## src/hdl/tcp_pkg.sv

```systemverilog
// Shared types, codes and helper functions of the timer/counter unit.
`timescale 1ns / 1ps

package tcp_pkg;

    // Widths
    localparam int COUNT_BITS    = 8;
    localparam int TALLY_BITS    = 16;
    localparam int VALUE_BITS    = 8;
    localparam int PRESCALE_BITS = 10;
    localparam int DIV_BITS      = PRESCALE_BITS + 1;
    localparam int CFG_IDX_BITS  = 3;
    localparam int CFG_DATA_BITS = 16;

    typedef logic [COUNT_BITS-1:0]    t_count;
    typedef logic [TALLY_BITS-1:0]    t_tally;
    typedef logic [PRESCALE_BITS-1:0] t_prescale;
    typedef logic [DIV_BITS-1:0]      t_div;

    localparam t_count COUNT_MAX = '1;

    // Item opcodes
    localparam logic [1:0] OP_TICK = 2'd0;
    localparam logic [1:0] OP_WR_A = 2'd1;
    localparam logic [1:0] OP_WR_B = 2'd2;

    // Timer modes
    localparam logic [1:0] MODE_NORMAL = 2'd0;
    localparam logic [1:0] MODE_CTC    = 2'd1;
    localparam logic [1:0] MODE_PWM    = 2'd2;

    // Output pin modes
    localparam logic [1:0] PIN_OFF    = 2'd0;
    localparam logic [1:0] PIN_NONINV = 2'd1;
    localparam logic [1:0] PIN_INV    = 2'd2;

    // Clock select codes
    localparam logic [2:0] CS_STOP    = 3'd0;
    localparam logic [2:0] CS_DIV1    = 3'd1;
    localparam logic [2:0] CS_DIV8    = 3'd2;
    localparam logic [2:0] CS_DIV64   = 3'd3;
    localparam logic [2:0] CS_DIV256  = 3'd4;
    localparam logic [2:0] CS_DIV1024 = 3'd5;
    localparam logic [2:0] CS_MASK    = 3'h7;

    // Configuration register indexes
    localparam logic [CFG_IDX_BITS-1:0] REG_TIMER_MODE   = 3'd0;
    localparam logic [CFG_IDX_BITS-1:0] REG_CLOCK_SELECT = 3'd1;
    localparam logic [CFG_IDX_BITS-1:0] REG_OUT_A_MODE   = 3'd2;
    localparam logic [CFG_IDX_BITS-1:0] REG_OUT_B_MODE   = 3'd3;
    localparam logic [CFG_IDX_BITS-1:0] REG_REQ_MATCHES  = 3'd4;

    // Prescaler divisor for a clock select code, 0 when stopped or for an unused code
    function automatic t_div divisor(input logic [2:0] cs);
        t_div d;
        case (cs & CS_MASK)
            CS_DIV1:    d = t_div'(1);
            CS_DIV8:    d = t_div'(8);
            CS_DIV64:   d = t_div'(64);
            CS_DIV256:  d = t_div'(256);
            CS_DIV1024: d = t_div'(1024);
            default:    d = '0;
        endcase
        return d;
    endfunction

    // Pin level for a pin mode and a compare level
    function automatic logic drive_pin(input logic [1:0] mode, input logic level);
        logic p;
        case (mode)
            PIN_NONINV: p = level;
            PIN_INV:    p = ~level;
            default:    p = 1'b0;
        endcase
        return p;
    endfunction

endpackage

```

## src/hdl/tcp_item_if.sv

```systemverilog
// Input channel of the timer: one tick or compare write per transfer.
`timescale 1ns / 1ps

interface tcp_item_if;
    import tcp_pkg::*;

    logic                  valid;
    logic                  ready;
    logic [1:0]            opcode;
    logic [VALUE_BITS-1:0] value;

    modport source (output valid, output opcode, output value, input ready);
    modport sink   (input valid, input opcode, input value, output ready);
endinterface

```

## src/hdl/tcp_result_if.sv

```systemverilog
// Result channel of the timer: count, events and pin levels per transfer.
`timescale 1ns / 1ps

interface tcp_result_if;
    import tcp_pkg::*;

    logic                  valid;
    logic                  ready;
    logic [COUNT_BITS-1:0] count;
    logic                  overflow_event;
    logic                  compare_a_event;
    logic                  compare_b_event;
    logic                  pwm_out_a;
    logic                  pwm_out_b;

    modport source (output valid, output count, output overflow_event,
                    output compare_a_event, output compare_b_event,
                    output pwm_out_a, output pwm_out_b, input ready);
    modport sink   (input valid, input count, input overflow_event,
                    input compare_a_event, input compare_b_event,
                    input pwm_out_a, input pwm_out_b, output ready);
endinterface

```

## src/hdl/tcp_prescaler.sv

```systemverilog
// Clock prescaler: divides system ticks down to timer clocks.
`timescale 1ns / 1ps

module tcp_prescaler (
    input  logic       i_clk,
    input  logic       i_rst_n,
    input  logic       i_tick,
    input  logic [2:0] i_clock_select,
    output logic       o_timer_clk
);
    import tcp_pkg::*;

    t_prescale r_count;
    t_prescale n_count;
    t_div      w_div;
    t_div      w_inc;
    logic      w_run;

    // Decode divisor and detect terminal count
    assign w_div       = divisor(i_clock_select);
    assign w_run       = i_tick && (w_div != '0);
    assign w_inc       = {1'b0, r_count} + t_div'(1);
    assign o_timer_clk = w_run && (w_inc >= w_div);

    // Restart on a timer clock, advance otherwise
    always_comb begin
        n_count = r_count;
        if (w_run) begin
            n_count = o_timer_clk ? '0 : w_inc[PRESCALE_BITS-1:0];
        end
    end

    always_ff @(posedge i_clk) begin
        if (!i_rst_n) begin
            r_count <= '0;
        end else begin
            r_count <= n_count;
        end
    end
endmodule

```

## src/hdl/timer_counter_pwm_postscaler_unit.sv

```systemverilog
// Top level of the 8-bit timer/counter with prescaler, CTC postscaler and fast PWM.
`timescale 1ns / 1ps

// Each transfer on i_item is one system tick or one compare write, and each
// yields exactly one result transfer on o_result. The unit takes one item
// every cycle unless o_result stalls: an input register feeds a single pass
// of compare/increment logic that updates the timer state and loads the
// result register in the same cycle. A stall on o_result holds the result
// register, then the input register, and only then drops i_item.ready.
// Configuration writes on i_cfg_* take effect at the next edge and are
// meant to be made while no item is in flight.
module timer_counter_pwm_postscaler_unit (
    input  logic                             i_clk,
    input  logic                             i_rst_n,
    input  logic                             i_cfg_we,
    input  logic [tcp_pkg::CFG_IDX_BITS-1:0] i_cfg_idx,
    input  logic [tcp_pkg::CFG_DATA_BITS-1:0] i_cfg_data,
    tcp_item_if.sink                         i_item,
    tcp_result_if.source                     o_result
);
    import tcp_pkg::*;

    // Configuration registers
    logic [1:0]  r_timer_mode;
    logic [2:0]  r_clock_select;
    logic [1:0]  r_out_a_mode;
    logic [1:0]  r_out_b_mode;
    logic [15:0] r_required;

    // Input register
    logic                  r_in_valid;
    logic [1:0]            r_in_op;
    logic [VALUE_BITS-1:0] r_in_val;

    // Timer state
    t_count     r_count, n_count;
    t_count     r_act_a, n_act_a;
    t_count     r_act_b, n_act_b;
    t_count     r_pend_a, n_pend_a;
    t_count     r_pend_b, n_pend_b;
    t_tally     r_tally, n_tally;
    logic [1:0] r_pins, n_pins;

    // Result register
    logic   r_out_valid;
    t_count r_out_count;
    logic   r_out_ovf, r_out_ca, r_out_cb, r_out_pin_a, r_out_pin_b;

    logic   w_adv;
    logic   w_timer_clk;
    logic   n_ovf, n_ca, n_cb;
    t_count w_inc;
    t_count w_val;
    t_tally w_tally_inc;

    // Advance when the result register is free or being drained
    assign w_adv        = r_in_valid && (!r_out_valid || o_result.ready);
    assign i_item.ready = !r_in_valid || w_adv;

    // Configuration writes
    always_ff @(posedge i_clk) begin
        if (!i_rst_n) begin
            r_timer_mode   <= MODE_NORMAL;
            r_clock_select <= CS_STOP;
            r_out_a_mode   <= PIN_OFF;
            r_out_b_mode   <= PIN_OFF;
            r_required     <= '0;
        end else if (i_cfg_we) begin
            case (i_cfg_idx)
                REG_TIMER_MODE:   r_timer_mode   <= i_cfg_data[1:0];
                REG_CLOCK_SELECT: r_clock_select <= i_cfg_data[2:0];
                REG_OUT_A_MODE:   r_out_a_mode   <= i_cfg_data[1:0];
                REG_OUT_B_MODE:   r_out_b_mode   <= i_cfg_data[1:0];
                REG_REQ_MATCHES:  r_required     <= i_cfg_data[15:0];
                default: begin
                end
            endcase
        end
    end

    // Capture input transfers
    always_ff @(posedge i_clk) begin
        if (!i_rst_n) begin
            r_in_valid <= 1'b0;
        end else if (i_item.ready) begin
            r_in_valid <= i_item.valid;
        end
    end

    always_ff @(posedge i_clk) begin
        if (i_item.valid && i_item.ready) begin
            r_in_op  <= i_item.opcode;
            r_in_val <= i_item.value;
        end
    end

    tcp_prescaler u_prescaler (
        .i_clk          (i_clk),
        .i_rst_n        (i_rst_n),
        .i_tick         (w_adv && (r_in_op == OP_TICK)),
        .i_clock_select (r_clock_select),
        .o_timer_clk    (w_timer_clk)
    );

    assign w_inc       = r_count + t_count'(1);
    assign w_val       = t_count'(r_in_val);
    assign w_tally_inc = r_tally + t_tally'(1);

    // Next timer state and events for the item in the input register
    always_comb begin
        n_count  = r_count;
        n_act_a  = r_act_a;
        n_act_b  = r_act_b;
        n_pend_a = r_pend_a;
        n_pend_b = r_pend_b;
        n_tally  = r_tally;
        n_pins   = r_pins;
        n_ovf    = 1'b0;
        n_ca     = 1'b0;
        n_cb     = 1'b0;
        case (r_in_op)
            OP_WR_A: begin
                n_pend_a = w_val;
                if (r_timer_mode != MODE_PWM) begin
                    n_act_a = w_val;
                end
            end
            OP_WR_B: begin
                n_pend_b = w_val;
                if (r_timer_mode != MODE_PWM) begin
                    n_act_b = w_val;
                end
            end
            OP_TICK: begin
                if (w_timer_clk) begin
                    n_ovf = (r_count == COUNT_MAX);
                    if (r_timer_mode == MODE_CTC) begin
                        if (r_count == r_act_a) begin
                            n_count = '0;
                            if (32'(w_tally_inc) >= 32'(r_required)) begin
                                n_ca    = 1'b1;
                                n_tally = '0;
                            end else begin
                                n_tally = w_tally_inc;
                            end
                        end else begin
                            n_count = w_inc;
                        end
                    end else begin
                        n_count = w_inc;
                        if (r_timer_mode == MODE_PWM) begin
                            // Load buffered compares at the wrap
                            if (n_ovf) begin
                                n_act_a = r_pend_a;
                                n_act_b = r_pend_b;
                            end
                            n_ca   = (w_inc == n_act_a);
                            n_cb   = (w_inc == n_act_b);
                            n_pins = {w_inc <= n_act_b, w_inc <= n_act_a};
                        end
                    end
                end
            end
            default: begin
            end
        endcase
    end

    // Commit timer state
    always_ff @(posedge i_clk) begin
        if (!i_rst_n) begin
            r_count  <= '0;
            r_act_a  <= '0;
            r_act_b  <= '0;
            r_pend_a <= '0;
            r_pend_b <= '0;
            r_tally  <= '0;
            r_pins   <= '0;
        end else if (w_adv) begin
            r_count  <= n_count;
            r_act_a  <= n_act_a;
            r_act_b  <= n_act_b;
            r_pend_a <= n_pend_a;
            r_pend_b <= n_pend_b;
            r_tally  <= n_tally;
            r_pins   <= n_pins;
        end
    end

    // Result register valid
    always_ff @(posedge i_clk) begin
        if (!i_rst_n) begin
            r_out_valid <= 1'b0;
        end else if (w_adv) begin
            r_out_valid <= 1'b1;
        end else if (o_result.ready) begin
            r_out_valid <= 1'b0;
        end
    end

    // Result register payload
    always_ff @(posedge i_clk) begin
        if (w_adv) begin
            r_out_count <= n_count;
            r_out_ovf   <= n_ovf;
            r_out_ca    <= n_ca;
            r_out_cb    <= n_cb;
            r_out_pin_a <= (r_timer_mode == MODE_PWM) ? drive_pin(r_out_a_mode, n_pins[0])
                                                      : 1'b0;
            r_out_pin_b <= (r_timer_mode == MODE_PWM) ? drive_pin(r_out_b_mode, n_pins[1])
                                                      : 1'b0;
        end
    end

    assign o_result.valid           = r_out_valid;
    assign o_result.count           = r_out_count;
    assign o_result.overflow_event  = r_out_ovf;
    assign o_result.compare_a_event = r_out_ca;
    assign o_result.compare_b_event = r_out_cb;
    assign o_result.pwm_out_a       = r_out_pin_a;
    assign o_result.pwm_out_b       = r_out_pin_b;
endmodule

```

## src/flat_wrapper.sv

```systemverilog
// flat-port wrapper written by rule: the top's interface ports become plain ports
module timer_counter_pwm_postscaler_unit_flat import tcp_pkg::*;
  (i_clk, i_rst_n, i_cfg_we, i_cfg_idx, i_cfg_data, i_item_valid, i_item_opcode, i_item_value, i_item_ready, o_result_valid, o_result_count, o_result_overflow_event, o_result_compare_a_event, o_result_compare_b_event, o_result_pwm_out_a, o_result_pwm_out_b, o_result_ready);
  tcp_item_if i_item_i ();
  tcp_result_if o_result_i ();
  input  logic i_clk;
  input  logic i_rst_n;
  input  logic i_cfg_we;
  input  logic [tcp_pkg::CFG_IDX_BITS-1:0] i_cfg_idx;
  input  logic [tcp_pkg::CFG_DATA_BITS-1:0] i_cfg_data;
  input wire logic [$bits(i_item_i.valid)-1:0] i_item_valid;
  input wire logic [$bits(i_item_i.opcode)-1:0] i_item_opcode;
  input wire logic [$bits(i_item_i.value)-1:0] i_item_value;
  output wire logic [$bits(i_item_i.ready)-1:0] i_item_ready;
  output wire logic [$bits(o_result_i.valid)-1:0] o_result_valid;
  output wire logic [$bits(o_result_i.count)-1:0] o_result_count;
  output wire logic [$bits(o_result_i.overflow_event)-1:0] o_result_overflow_event;
  output wire logic [$bits(o_result_i.compare_a_event)-1:0] o_result_compare_a_event;
  output wire logic [$bits(o_result_i.compare_b_event)-1:0] o_result_compare_b_event;
  output wire logic [$bits(o_result_i.pwm_out_a)-1:0] o_result_pwm_out_a;
  output wire logic [$bits(o_result_i.pwm_out_b)-1:0] o_result_pwm_out_b;
  input wire logic [$bits(o_result_i.ready)-1:0] o_result_ready;
  assign i_item_i.valid = i_item_valid;
  assign i_item_i.opcode = i_item_opcode;
  assign i_item_i.value = i_item_value;
  assign i_item_ready = i_item_i.ready;
  assign o_result_valid = o_result_i.valid;
  assign o_result_count = o_result_i.count;
  assign o_result_overflow_event = o_result_i.overflow_event;
  assign o_result_compare_a_event = o_result_i.compare_a_event;
  assign o_result_compare_b_event = o_result_i.compare_b_event;
  assign o_result_pwm_out_a = o_result_i.pwm_out_a;
  assign o_result_pwm_out_b = o_result_i.pwm_out_b;
  assign o_result_i.ready = o_result_ready;
  timer_counter_pwm_postscaler_unit u_core (.i_clk(i_clk), .i_rst_n(i_rst_n), .i_cfg_we(i_cfg_we), .i_cfg_idx(i_cfg_idx), .i_cfg_data(i_cfg_data), .i_item(i_item_i), .o_result(o_result_i));
endmodule
```

## config.mk

```make
export PLATFORM = sky130hd
export DESIGN_NAME = timer_counter_pwm_postscaler_unit_flat
export DESIGN_NICKNAME = d
export VERILOG_FILES = /design/src/hdl/tcp_pkg.sv /design/src/hdl/tcp_item_if.sv /design/src/hdl/tcp_result_if.sv /design/src/hdl/tcp_prescaler.sv /design/src/hdl/timer_counter_pwm_postscaler_unit.sv /design/src/flat_wrapper.sv
export SDC_FILE = /design/constraint.sdc
export NUM_CORES = 1
export LEC_CHECK = 0
export BUFFER_PORTS_ARGS = -buffer_cell sky130_fd_sc_hd__buf_2
export CORE_MARGIN = 2
export CORE_UTILIZATION = 60
export DETAILED_ROUTE_END_ITERATION = 10
export PLACE_DENSITY = 0.8
export SYNTH_ARGS = -nofsm -noshare
export SYNTH_HDL_FRONTEND = slang
export SYNTH_HIERARCHICAL = 1
export SYNTH_SLANG_ARGS = --single-unit
```

## constraint.sdc

```tcl
create_clock -name i_clk -period 4.3 [get_ports i_clk]
set_input_delay 1.29 -clock i_clk [delete_from_list [all_inputs] [get_ports i_clk]]
set_output_delay 1.29 -clock i_clk [all_outputs]
set_load 0.05 [all_outputs]
```

==> flow_summary_export.csv <==
group,metric,value,unit
setup_path,slowest_delay,530,ps
setup_path,crit_family,"simple AND/OR/NAND/NOR gates",
setup_path,worstSetupPathType,"reg2reg",
power,pwr-share-clk,51.2,%
sta,layout_setup_ws,270,ps
clock_tree,cts-root-buf,"clkbuf_8",
setup_path,cp_num_buf_inv,0,
synth,yosysUniqueCellTypes,60,
global_routing,use_met2,48.2,%
die,die_w,108,microns
power,power.switching,0.664,mW
routing,via_per_inst,6.10,
die,rows,37,
global_routing,grt_pass1_wl,26.4,mm
setup_path,reg2regPathDepth,16,
placed_design,placed_cells,912,
placed_design,hpwl,11.3,mm
global_routing,grt_pass1_vias,5629,
outcome,status,"finished clean",
layout,final_cells,945,
setup_path,worst_ep_required_time,4570,ps
die,die-area,11600,sq um
synth,ys_ff_latch,118,
synth,synth_simple_gate_area_share,23.5,%
hold_path,whs_path_depth,2,
synth,syn_area,6470,sq um
global_routing,gr-usage-met3,6.66,%
global_routing,grt_use_total,28.8,%
hold_path,hp-start,"u_core/r_required[6]",
clock_tree,cts.clk_slew.worst_paths,60,ps
power,seqPwrFrac,42.2,%
placed_design,finalWeightedCongestion,0.870,
routing,drtAntennaViolNets,0,
sta,fmax,248,MHz
power,p_int,2.10,mW
clock_tree,insertion_delay,540,ps
global_routing,grt_max_degree,37,
setup_path,critPathMaxFanout,6,
power,switching_share,24.0,%
layout,antenna-diode-count,0,
layout,fin_util,71.8,%
die,fp.dieH,108,microns
global_routing,grt_overflow,0,
synth,ys_warn_count,6,
synth,syn_avg_cell_area,8.68,sq um
routing,drcViolationCount,0,
setup_path,critPathLaunchType,"flop",
setup_path,worstReg2RegStart,"u_core/u_prescaler/r_count[0]",
power,p_comb_share,6.6,%
routing,num_vias,5769,
setup_path,crit_chain,"ha_2 > nand3_1 > nor3_2 > nand3_1 > nand2_1 > nand2_1 > ha_1 > o211ai_1 > o32a_1 > nor2_2 > or3b_2 > nor4_2 > a21oi_1 > o21ai_0 > or3b_2 > a21oi_1",
synth,async_reset_ff_share,0,%
setup_path,arrival,4300,ps
clock_tree,cts.sinks,118,
routing,drt-wirelength-per-cell,16.6,microns
power,ir_worst_vdd,0.323,mV
sta,fin_tns_setup,0,ps
clock_tree,cts_made_buffers,17,
sta,finalHoldViolCount,0,
sta,finalSetupViolations,0,
synth,synthAdderAreaFrac,7.74,%
placed_design,dp_slack,117,ps
synth,ys_seq_area_share,40.1,%
synth,synth-xor-area-share,2.84,%
routing,drt_iter0_drc,497,
synth,synth_top_family_by_area,"simple AND/OR/NAND/NOR gates",
synth,synth_edf_count,23,
power,power_density,369,nW/um^2
synth,yosys.cell_count.top_type,"nand2_1",
clock_tree,cts_tree,"done",
sta,tightest_slew,1210,ps
layout,nNetsFinal,870,
global_routing,grt-busiest-layer,"met2",
synth,syn-num-nets,819,
synth,ys_top_cells_by_count,"nand2_1, dfxtp_1, a21oi_1",
routing,routed_wl,15.7,mm
run,drv_cap,0,
sta,rsz0062_at_grt,"false",
sta,fin_skew,10.8,ps
die,core-area,10400,sq um
hold_path,hold_class,"reg2reg",
synth,synth_compound_area_share,17.3,%
hold_path,holdPathEnd,"u_core/r_required[6]",
setup_path,cpMaxStageDelayCell,"or3b_2",
layout,drive_above_1_share,16.3,%
synth,yosysTopAreaCell,"dfxtp_1",
synth,synth_top_area_share,29.4,%
synth,synthTopCellsByArea,"dfxtp_1, edfxtp_1, nand2_1",
synth,ys.flop_type,"dfxtp_1",
die,start_util,62.1,%
sta,max_slew_margin,19.3,%
routing,dr.pass1.iters,5,
setup_path,end_kind,"flop",
layout,fillers,775,
synth,netlist_instances,745,
sta,drv_slew,0,
global_routing,antenna_found_initial,0,
setup_path,r2r_slack,270,ps
layout,seqCellArea,2590,sq um
synth,synth_mux_area_share,4.29,%
clock_tree,cts_buffer_depth,2,
layout,syn2layout_area_growth,15.6,%
clock_tree,h-tree-depth,4,
sta,timing.final.crit_period,4030,ps
layout,multi_input_area,3650,sq um
sta,period_share,93.7,%
die,pin_count,49,
power,p_leak,2.80,nW
global_routing,gr-usage-met1,35.9,%
setup_path,r2r-end,"u_core/o_result.pwm_out_b",
placed_design,portBuffers,48,
[worst reg2reg max path: stages (launching register included)]
cell and delay [ps]:
dfxtp_1 410, ha_2 260, nand3_1 190, nor3_2 220
nand3_1 160, nand2_1 100, nand2_1 50, ha_1 310
o211ai_1 110, o32a_1 400, nor2_2 180, or3b_2 530
nor4_2 360, a21oi_1 80, o21ai_0 170, or3b_2 180
a21oi_1 60
[through the flow]
| step | instance area, sq um | hold slack [ps] | power, mW |
|---|---|---|---|
| 3_5_place_dp | 6840 | 450 | 1.37 |
| 3_3_place_gp | 6840 | 445 | 1.36 |
| 2_1_floorplan | 6470 | 433 | 1.31 |
| 5_1_grt | 7480 | 472 | 2.85 |
| 4_1_cts | 7430 | 458 | 2.78 |
| 6_report | 7480 | 454 | 2.76 |
[how the worst max path moves through the flow]
stage	to	startpoint	slack, ps	cells past startpoint
3_5_place_dp	u_core/o_result.pwm_out_b	u_core/u_prescaler/r_count[0]	120	16
4_1_cts	u_core/o_result.pwm_out_b	u_core/u_prescaler/r_count[0]	5	16
6_report	u_core/o_result.pwm_out_b	u_core/u_prescaler/r_count[0]	270	16
5_1_grt	u_core/o_result.pwm_out_a	u_core/u_prescaler/r_count[0]	40	17
3_3_place_gp	u_core/o_result.pwm_out_a	u_core/u_prescaler/r_count[0]	350	16
2_1_floorplan	u_core/r_tally[6]	u_core/u_prescaler/r_count[0]	540	17
[cell usage in the layout (no fill, tap or decap), types with 23 or more instances in the layout]
| cell type | n |
|---|---|
| nand3_1 | 42 |
| nor2_1 | 31 |
| inv_1 | 35 |
| a21oi_1 | 67 |
| dfxtp_1 | 95 |
| edfxtp_1 | 23 |
| nand2_1 | 134 |
| buf_2 | 48 |
| ha_1 | 39 |
| mux2i_1 | 24 |
[cell families after synthesis]
logic type / Yosys count
AND/OR/NAND/NOR: 305
AO/OA/AOI/OAI: 167
flip-flops: 118
buffers and inverters: 67
adder cells (fa/ha/maj): 40
multiplexers: 27
XOR/XNOR: 21
[power by group through the flow]
stage	registers, mW	logic (mW)	clock network [mW]
3_3_place_gp	1.19	0.170	0
3_5_place_dp	1.19	0.176	0
6_report	1.17	0.182	1.41
2_1_floorplan	1.20	0.104	0
4_1_cts	1.17	0.178	1.44
5_1_grt	1.17	0.200	1.48
[layer usage]
layer / vias to the layer above / wire length (microns)
met5: - / 0
li1: 2822 / -
met3: 28 / 949
met1: 2702 / 6860
met2: 217 / 7580
met4: 0 / 294
[what timing repair did]
item | in CTS | in global routing
resized for setup | 0 | 8
hold endpoints to repair | 0 | 0
hold buffers | 0 | 0
buffers inserted | 0 | 1
endpoints found under the setup margin | 0 | 32
[sequential cells by signal, summed over array words and instances (netlist names), 2 cells and up]
register and cells:
u_core/o_result.count 8, u_core/r_act_a 8, u_core/r_act_b 8, u_core/r_clock_select 3
u_core/r_count 8, u_core/r_in_op 2, u_core/r_in_val 8, u_core/r_out_a_mode 2
u_core/r_out_b_mode 2, u_core/r_pend_a 8, u_core/r_pend_b 8, u_core/r_pins 2
u_core/r_required 16, u_core/r_tally 16, u_core/r_timer_mode 2, u_core/u_prescaler/r_count 10
[cell type report]
| class | count | area share, % |
|---|---|---|
| multi-input cells | 560 | 48.7 |
| inverters | 38 | 1.91 |
| clock inverters | 14 | 2.32 |
| well taps | 136 | 2.27 |
| flip-flops and latches | 118 | 34.7 |
| clock buffers | 18 | 5.59 |
| repair buffers | 61 | 4.52 |
Power figures use the tool's default switching activity.
